$ cat config.mk
export PLATFORM = sky130hd
export DESIGN_NAME = dqds_track
export DESIGN_NICKNAME = d
export VERILOG_FILES = /design/src/dqds_pkg.sv /design/src/dqds_track.sv
export SDC_FILE = /design/constraint.sdc
export NUM_CORES = 1
export LEC_CHECK = 0
export BUFFER_PORTS_ARGS = -buffer_cell sky130_fd_sc_hd__buf_2
export CAP_MARGIN = 20
export CORE_AREA = 2 2 205 207
export CTS_CLUSTER_DIAMETER = 60
export DETAILED_ROUTE_END_ITERATION = 8
export DIE_AREA = 0 0 207 209
export GPL_TIMING_DRIVEN = 0
export PLACE_DENSITY = 0.61
export REMOVE_ABC_BUFFERS = 1
export SETUP_SLACK_MARGIN = 0.4
export SYNTH_ARGS = -nofsm -noshare
export SYNTH_HDL_FRONTEND = slang
export SYNTH_SLANG_ARGS = --single-unit
$ cat constraint.sdc
create_clock -name clk -period 5.79 [get_ports clk]
set_input_delay 0.8685 -clock clk [delete_from_list [all_inputs] [get_ports clk]]
set_output_delay 0.8685 -clock clk [all_outputs]
set_load 0.01 [all_outputs]
$ cat src/dqds_pkg.sv
package dqds_pkg;

    localparam int CountW = 32;
    localparam int TickW  = 16;
    localparam int ScaleW = 32;
    localparam int CfgW   = 32;
    localparam int ProdW  = CountW + ScaleW + 1;

    localparam logic [TickW-1:0]  INTERVAL_RESET = 16'd100;
    localparam logic [ScaleW-1:0] SCALE_RESET    = 32'h0001_0000;
    localparam logic [1:0]        ENC_STATE_RESET = 2'b11;

    typedef enum logic [0:0] {
        REG_INTERVAL = 1'b0,
        REG_SCALE    = 1'b1
    } cfg_reg_t;

    typedef enum logic [1:0] {
        STEP_HOLD = 2'd0,
        STEP_UP   = 2'd1,
        STEP_DOWN = 2'd2
    } step_t;

    // x4 decode, indexed by {previous A,B, current A,B}
    localparam step_t QUAD_TABLE [16] = '{
        STEP_HOLD, STEP_UP,   STEP_DOWN, STEP_HOLD,
        STEP_DOWN, STEP_HOLD, STEP_HOLD, STEP_UP,
        STEP_UP,   STEP_HOLD, STEP_HOLD, STEP_DOWN,
        STEP_HOLD, STEP_DOWN, STEP_UP,   STEP_HOLD
    };

    typedef struct packed {
        logic enc1_a;
        logic enc1_b;
        logic enc2_a;
        logic enc2_b;
        logic tick;
    } sample_t;

    typedef struct packed {
        logic [CountW-1:0] count_one;
        logic [CountW-1:0] count_two;
        logic [CountW-1:0] delta_one;
        logic [CountW-1:0] delta_two;
        logic              updated;
    } track_t;

    function automatic logic [CountW-1:0] step_value(input step_t s);
        logic [CountW-1:0] v;
        case (s)
            STEP_UP:   v = {{(CountW-1){1'b0}}, 1'b1};
            STEP_DOWN: v = {CountW{1'b1}};
            default:   v = '0;
        endcase
        return v;
    endfunction

endpackage

$ cat src/dqds_track.sv
module dqds_track (
    input  logic                          clk,
    input  logic                          rst_n,
    input  logic                          advance,
    input  dqds_pkg::sample_t             sample,
    input  logic [dqds_pkg::TickW-1:0]    interval,
    output dqds_pkg::track_t              trk
);
    import dqds_pkg::*;

    logic [1:0]        prev_one_reg, prev_two_reg;
    logic [CountW-1:0] pos_one_reg, pos_two_reg;
    logic [CountW-1:0] dlt_one_reg, dlt_two_reg;
    logic [TickW-1:0]  tick_reg;
    track_t            trk_reg;

    logic [1:0]        cur_one, cur_two;
    logic [CountW-1:0] inc_one, inc_two;
    logic [CountW-1:0] pos_one_next, pos_two_next;
    logic [CountW-1:0] dlt_one_sum, dlt_two_sum;
    logic [CountW-1:0] dlt_one_next, dlt_two_next;
    logic [TickW:0]    cnt_sum;
    logic [TickW-1:0]  limit;
    logic              hit;
    logic [TickW-1:0]  tick_next;
    track_t            trk_next;

    always_comb
    begin
        cur_one = {sample.enc1_a, sample.enc1_b};
        cur_two = {sample.enc2_a, sample.enc2_b};
        inc_one = step_value(QUAD_TABLE[{prev_one_reg, cur_one}]);
        inc_two = step_value(QUAD_TABLE[{prev_two_reg, cur_two}]);
        pos_one_next = pos_one_reg + inc_one;
        pos_two_next = pos_two_reg + inc_two;
        // running distance since the last snapshot
        dlt_one_sum = dlt_one_reg + inc_one;
        dlt_two_sum = dlt_two_reg + inc_two;

        cnt_sum = {1'b0, tick_reg} + {{TickW{1'b0}}, 1'b1};
        limit   = (interval == '0) ? {{(TickW-1){1'b0}}, 1'b1} : interval;
        hit     = sample.tick && (cnt_sum >= {1'b0, limit});

        if (hit)
            tick_next = '0;
        else if (sample.tick)
            tick_next = cnt_sum[TickW-1:0];
        else
            tick_next = tick_reg;

        dlt_one_next = hit ? '0 : dlt_one_sum;
        dlt_two_next = hit ? '0 : dlt_two_sum;

        trk_next.count_one = pos_one_next;
        trk_next.count_two = pos_two_next;
        trk_next.delta_one = dlt_one_sum;
        trk_next.delta_two = dlt_two_sum;
        trk_next.updated   = hit;
    end

    always_ff @(posedge clk or negedge rst_n)
    begin
        if (!rst_n)
        begin
            prev_one_reg <= ENC_STATE_RESET;
            prev_two_reg <= ENC_STATE_RESET;
            pos_one_reg  <= '0;
            pos_two_reg  <= '0;
            dlt_one_reg  <= '0;
            dlt_two_reg  <= '0;
            tick_reg     <= '0;
            trk_reg      <= '0;
        end
        else if (advance)
        begin
            prev_one_reg <= cur_one;
            prev_two_reg <= cur_two;
            pos_one_reg  <= pos_one_next;
            pos_two_reg  <= pos_two_next;
            dlt_one_reg  <= dlt_one_next;
            dlt_two_reg  <= dlt_two_next;
            tick_reg     <= tick_next;
            trk_reg      <= trk_next;
        end
    end

    assign trk = trk_reg;

endmodule

# Yosys cells after proc, flatten, opt, wreduce, memory -nomap -nowiden

Memory sizes are Yosys's and may differ from the RTL's.
Cells that the tools add are included.

Memories kept: 2
Bits in latches: 0
Input port bits: 24
Output and inout port bits: 129
Register bits: 213
ROM bits: 64
Bits in writable memories: 0

Muxes and demuxes: 11
Div/mod/pow operators: 0
Reductions and logical operators: 4
Order comparisons: 3
Add/sub/neg operators: 5
Bitwise operators: 2
Shifts and indexed selects: 0
$mul: 0
Eq/ne operators: 4

Memories:

| name             | words | bits a word | rd ports | clocked after Yosys merged registers in | write ports | RTL line         | RTL |
|---|---|---|---|---|---|---|---|
| (name not given) | 16    | 2           | 1        | 0                                       | 0           | dqds_track.sv:33 | `inc_two = step_value(QUAD_TABLE[{prev_two_reg, cur_two}]);` |
| (name not given) | 16    | 2           | 1        | 0                                       | 0           | dqds_track.sv:32 | `inc_one = step_value(QUAD_TABLE[{prev_one_reg, cur_one}]);` |

Operators with widths:

| cell                                                             | number |
|---|---|
| 32-bit adder                                                     | 4 |
| 32-bit one-hot mux with 2 select lines                           | 2 |
| 32-bit two-way mux                                               | 2 |
| 16-bit two-way mux                                               | 3 |
| 16-bit by 1-bit adder with 17-bit output (second input constant) | 1 |
| 17-bit by 16-bit >= comparator with 1-bit output                 | 1 |
| 16-bit logical NOT                                               | 1 |
| 5-bit >= comparator (second input constant)                      | 2 |
| 4-bit inverter with 5-bit output                                 | 2 |
| 2-bit two-way mux                                                | 4 |
| 2-bit by 1-bit == test with 1-bit output (second input constant) | 2 |
| 2-bit == test (second input constant)                            | 2 |
| 2-bit AND reduction                                              | 1 |
| 2-bit nonzero test                                               | 1 |
| 1-bit logical AND                                                | 1 |

# Longest topological paths before layout

Word-level depth: 8
Mapped depth: 22
Gate-level depth less buffers: 15

# Least setup slack after synthesis

Ideal clock, no wire load.

Kind: input port to flip-flop
Start point: input port sample[3] in the netlist's numbering
End point: register dlt_one_reg[30]
Required time: 5.672 ns
Data arrival time: 5.512 ns
Setup slack: 0.160 ns
Stages on the path: 22
Setup time: 0.118 ns
Buffers on the path: 8
Cell sequence: xor2_1 > nor2_1 > ha_1 > buf_4 > buf_2 > buf_2 > buf_2 > buf_2 > buf_2 > buf_2 > buf_2 > xor2_1 > ha_1 > or3b_2 > a21oi_1 > o211ai_1 > a21o_1 > a31oi_1 > a21oi_1 > a211oi_2 > o21ai_0 > a21o_1

Longest elaborated chain between the ends: 8

RTL lines:

| element                                                                   | RTL line         | RTL |
|---|---|---|
| start, declared                                                           | dqds_track.sv:5  | `input dqds_pkg::sample_t sample,` |
| 4-bit inverter with 5-bit output (implied by the code) (*)                | dqds_track.sv:32 |  |
| memory read 16 x 2 bit (*)                                                | n/a              |  |
| 2-bit two-way mux (implied by the code) (*) (2 in series)                 | dqds_track.sv:32 |  |
| 2-bit == test or 2-bit by 1-bit == test with 1-bit output (tied branches) | dqds_pkg.sv:50   | `case (s)` |
| 32-bit one-hot mux with 2 select lines (*)                                | dqds_pkg.sv:50   |  |
| 32-bit adder (*)                                                          | dqds_track.sv:37 | `dlt_one_sum = dlt_one_reg + inc_one;` |
| 32-bit two-way mux (*)                                                    | dqds_track.sv:51 | `dlt_one_next = hit ? '0 : dlt_one_sum;` |
| end signal, assigned                                                      | dqds_track.sv:80 | `dlt_one_reg <= dlt_one_next;` |
| end, declared                                                             | dqds_track.sv:13 | `logic [CountW-1:0] dlt_one_reg, dlt_two_reg;` |

Mark *: on every way between the ends. The rest lies on a longest branch, timed or not. The select of a mux whose other input is x is not followed.
A chain may end at the register's enable or synchronous reset.

# Final worst setup path

Start point: input port sample[3] in the netlist's numbering
End point: register trk_reg, in the netlist trk[64]

Longest elaborated chain between the ends: 7

RTL lines:

| element                                                                   | RTL line         | RTL |
|---|---|---|
| 4-bit inverter with 5-bit output (implied by the code) (*)                | dqds_track.sv:32 |  |
| memory read 16 x 2 bit (*)                                                | n/a              |  |
| 2-bit two-way mux (implied by the code) (*) (2 in series)                 | dqds_track.sv:32 |  |
| 2-bit == test or 2-bit by 1-bit == test with 1-bit output (tied branches) | dqds_pkg.sv:50   |  |
| 32-bit one-hot mux with 2 select lines (*)                                | dqds_pkg.sv:50   |  |
| 32-bit adder (*)                                                          | dqds_track.sv:37 |  |
| end signal, assigned                                                      | dqds_track.sv:83 | `trk_reg <= trk_next;` |
| end, declared                                                             | dqds_track.sv:15 | `track_t trk_reg;` |

Marked as above.

==> summary.md <==
| Metric | Value |
|---|---|
| Vias per cell | `5.83` |
| Critical path class | `in -> reg` |
| Final Setup Violations | `0` |
| Max_cap viols | `0` |
| RSZ-0062 raised after global routing | `no` |
| EDFF count, synth | `0` |
| Max_slew headroom | `32.6%` |
| Worst setup EP type | `register` |
| Startpoint Class | `input pin` |
| Dominant synthesized flop cell | `dfrtp_1` |
| # fillers | `4054` |
| Worst vdd ir | `300 uV` |
| Area grow syn2layout | `12.4%` |
| Synth Cell Area | `17000 sq um` |
| Hold Fails Final Rpt | `0` |
| Worst-Skew Late Latency | `0.54 ns` |
| Chip width | `207 um` |
| Total global-route track usage | `21.0%` |
| CP Max Fanout | `65` |
| Most frequent cell after synthesis | `nand2_1` |
| WP data required | `6.20 ns` |
| Core ar. | `41300 sq um` |
| Inst Count DP | `2631` |
| Skew final | `0.0227 ns` |
| Grt ovf | `0` |
| Ys async rst share | `100%` |
| Pre-Repair DR Iteration Count | `5` |
| Syn Inst Count | `2120` |
| Wire length on met1 | `20.7 mm` |
| Worst Hold Class | `in -> async` |
| Yosys top cell by area | `dfrtp_1` |
| Pwr/cell area | `514 nW/um^2` |
| Aggregate routed wire length | `46.3 mm` |
| Clk buf depth | `3` |
| Pre-CTS setup slack | `0.334 ns` |
| Final WS setup | `0.861 ns` |
| Area contributors post-synth | `dfrtp_1 31%, xnor2_1 8.6%, o21ai_0 6.0%` |
| Share of the synthesized area in the top cell type | `30.8%` |
| Top layer in use | `met4` |
| CTS tree | `built` |
| IO Count | `153` |
| Final min period | `4.93 ns` |
| Antenna-violating nets left | `0` |
| Hold buffers post-CTS | `0` |
| Final nets | `2203` |
| Die Y | `209 um` |
| Synth cell types | `95` |
| Wire length on met2 | `22.0 mm` |
| Wirelength per Cell | `17.2 um` |
| Most common library cells after synthesis | `226 x nand2_1, 209 x dfrtp_1, 203 x o21ai_0, 166 x xnor2_1, 157 x a21oi_1` |
| Largest net degree at the start of global routing | `129` |
| Layout cells sized above 1 | `13.5%` |
| Synth warn | `0` |
| Drc violations | `0` |
| Final period util | `85.1%` |
| Inserted Diodes | `0` |
| Drt first-iter violations | `1048` |
| Wire length on met3 | `2.27 mm` |
| PortBufs | `152` |
| Sequential share of the synthesized area | `31.4%` |
| Max-slew violations | `0` |
| Largest register FFs | `129` |
| Slew at the pin closest to its max-slew limit | `1.01 ns` |
| Fmax achieved | `203 MHz` |
| Via count | `15700` |
| CP arrival | `5.34 ns` |
| Status | `complete, no violations` |
| Post-DP HPWL | `30.3 mm` |
| DIE AREA | `43300 sq um` |
| Setup TNS | `0 ns` |
| Row count | `75` |
| Clock Sinks | `213` |
| Worst-path clk slew | `0.05 ns` |
| CTS Buf Count | `34` |
| Design Power | `9.82 mW` |
| CTS Root Buffer Type | `clkbuf_16` |
| H-tree depth | `2` |
| Leak Pwr | `7.77 nW` |
| Post-synthesis register bit count | `213` |
| Non-filler instance count after layout | `2693` |
| First-pass GRT wire length | `76.4 mm` |
| Syn_area_per_cell | `8.02 sq um` |
| Vias in the first global route | `14800` |
| Initial antenna violation count | `0` |
| Routability cong. | `0.830` |
| Initial Utilization | `41.2%` |
## final cells by class
| type | count | area (sq um) | area share (%) |
|---|---|---|---|
| Multi-Input combinational cell | 1654 | 10700 | 56.1 |
| Clock inverter | 10 | 121 | 0.635 |
| Sequential cell | 213 | 5340 | 27.9 |
| Inverter | 62 | 233 | 1.22 |
| Timing Repair Buffer | 165 | 1070 | 5.59 |
| Tap cell | 539 | 674 | 3.53 |
| Clock buffer | 50 | 962 | 5.04 |
## logic make-up after synthesis
family / count (synthesis) / share of synthesized area (%)
AOI/OAI and AO/OA: 677 / 25.8
xor gates and xnor gates: 211 / 10.9
adders and majority gates: 49 / 3.61
buffers and inverters: 253 / 5.99
DFF: 213 / 31.4
muxes: 47 / 3.03
and+or+nand+nor: 670 / 19.3
## worst max-delay path: stages
cell,delay [ns]
buf_2,0.11
xor2_1,0.17
nor2_1,0.27
ha_4,0.70
inv_2,0.54
buf_16,0.32
a211oi_1,0.27
a21oi_1,0.16
o31a_1,0.40
o221a_2,0.32
o32ai_1,0.34
mux2i_1,0.44
xnor2_1,0.11
mux2_2,0.27
## cells in the final DEF, fill, tap and decap left out, types with 12 or more instances in the layout
cell type,instances
o21ai_0,202
and3_1,20
o31a_1,18
o22ai_1,23
buf_2,150
nor4_1,14
clkbuf_1,12
a21o_1,35
nor3_1,49
mux2_2,36
ha_1,45
or3_1,33
nand3b_1,12
a31oi_1,21
xor2_1,45
nand2b_1,17
nand2_1,226
a22o_1,13
nand3_1,50
clkbuf_16,35
inv_1,58
o21a_1,13
xnor2_1,166
dfrtp_1,209
a32oi_1,16
o2bb2ai_1,17
nor2_1,150
o31ai_1,20
a22oi_1,13
a21oi_1,157
## per-layer routing
layer	global-route usage, %	vias to the layer above
met5	0	-
met4	7.64	0
met3	3.04	88
met2	34.6	396
met1	27.9	7539
li1	-	7666
## final timing paths
kind / start / end / slack (ns) / cells past startpoint
min reg2reg: trk[128] / trk[128] / 0.46 / 1
max in group asynchronous: rst_n / dlt_two_reg[8] / 4.48 / 3
max: sample[3] / trk[64] / 0.86 / 14
min in group clk: trk[128] / trk[128] / 0.46 / 1
max reg2reg: prev_one_reg[1] / trk[64] / 0.87 / 13
min: rst_n / prev_one_reg[1] / 0.28 / 1
## power by group
part           leakage (nW)  switching (mW)  total [mW]  internal (mW)
Sequential             2.57            1.26        3.43           2.17
Combinational          4.68            2.38        4.39           2.02
Clock                 0.530           0.754        2.00           1.25
Total                  7.77            4.39        9.82           5.44
## what timing repair did
action	in CTS	in global routing
gates resized for setup	1	2
setup buffers	0	0
endpoints found under the setup margin	2	12
## metrics by stage
step	hold slack, ns	cell area (sq um)	utilization (%)
final	0.279	19100	46.3
after floorplan	0.461	16200	-
after detailed placement	0.461	18000	43.6
after global placement	0.453	17700	42.8
after CTS	0.249	19100	46.2
after global routing	0.260	19100	46.3
(Power assumes the default switching activity.)
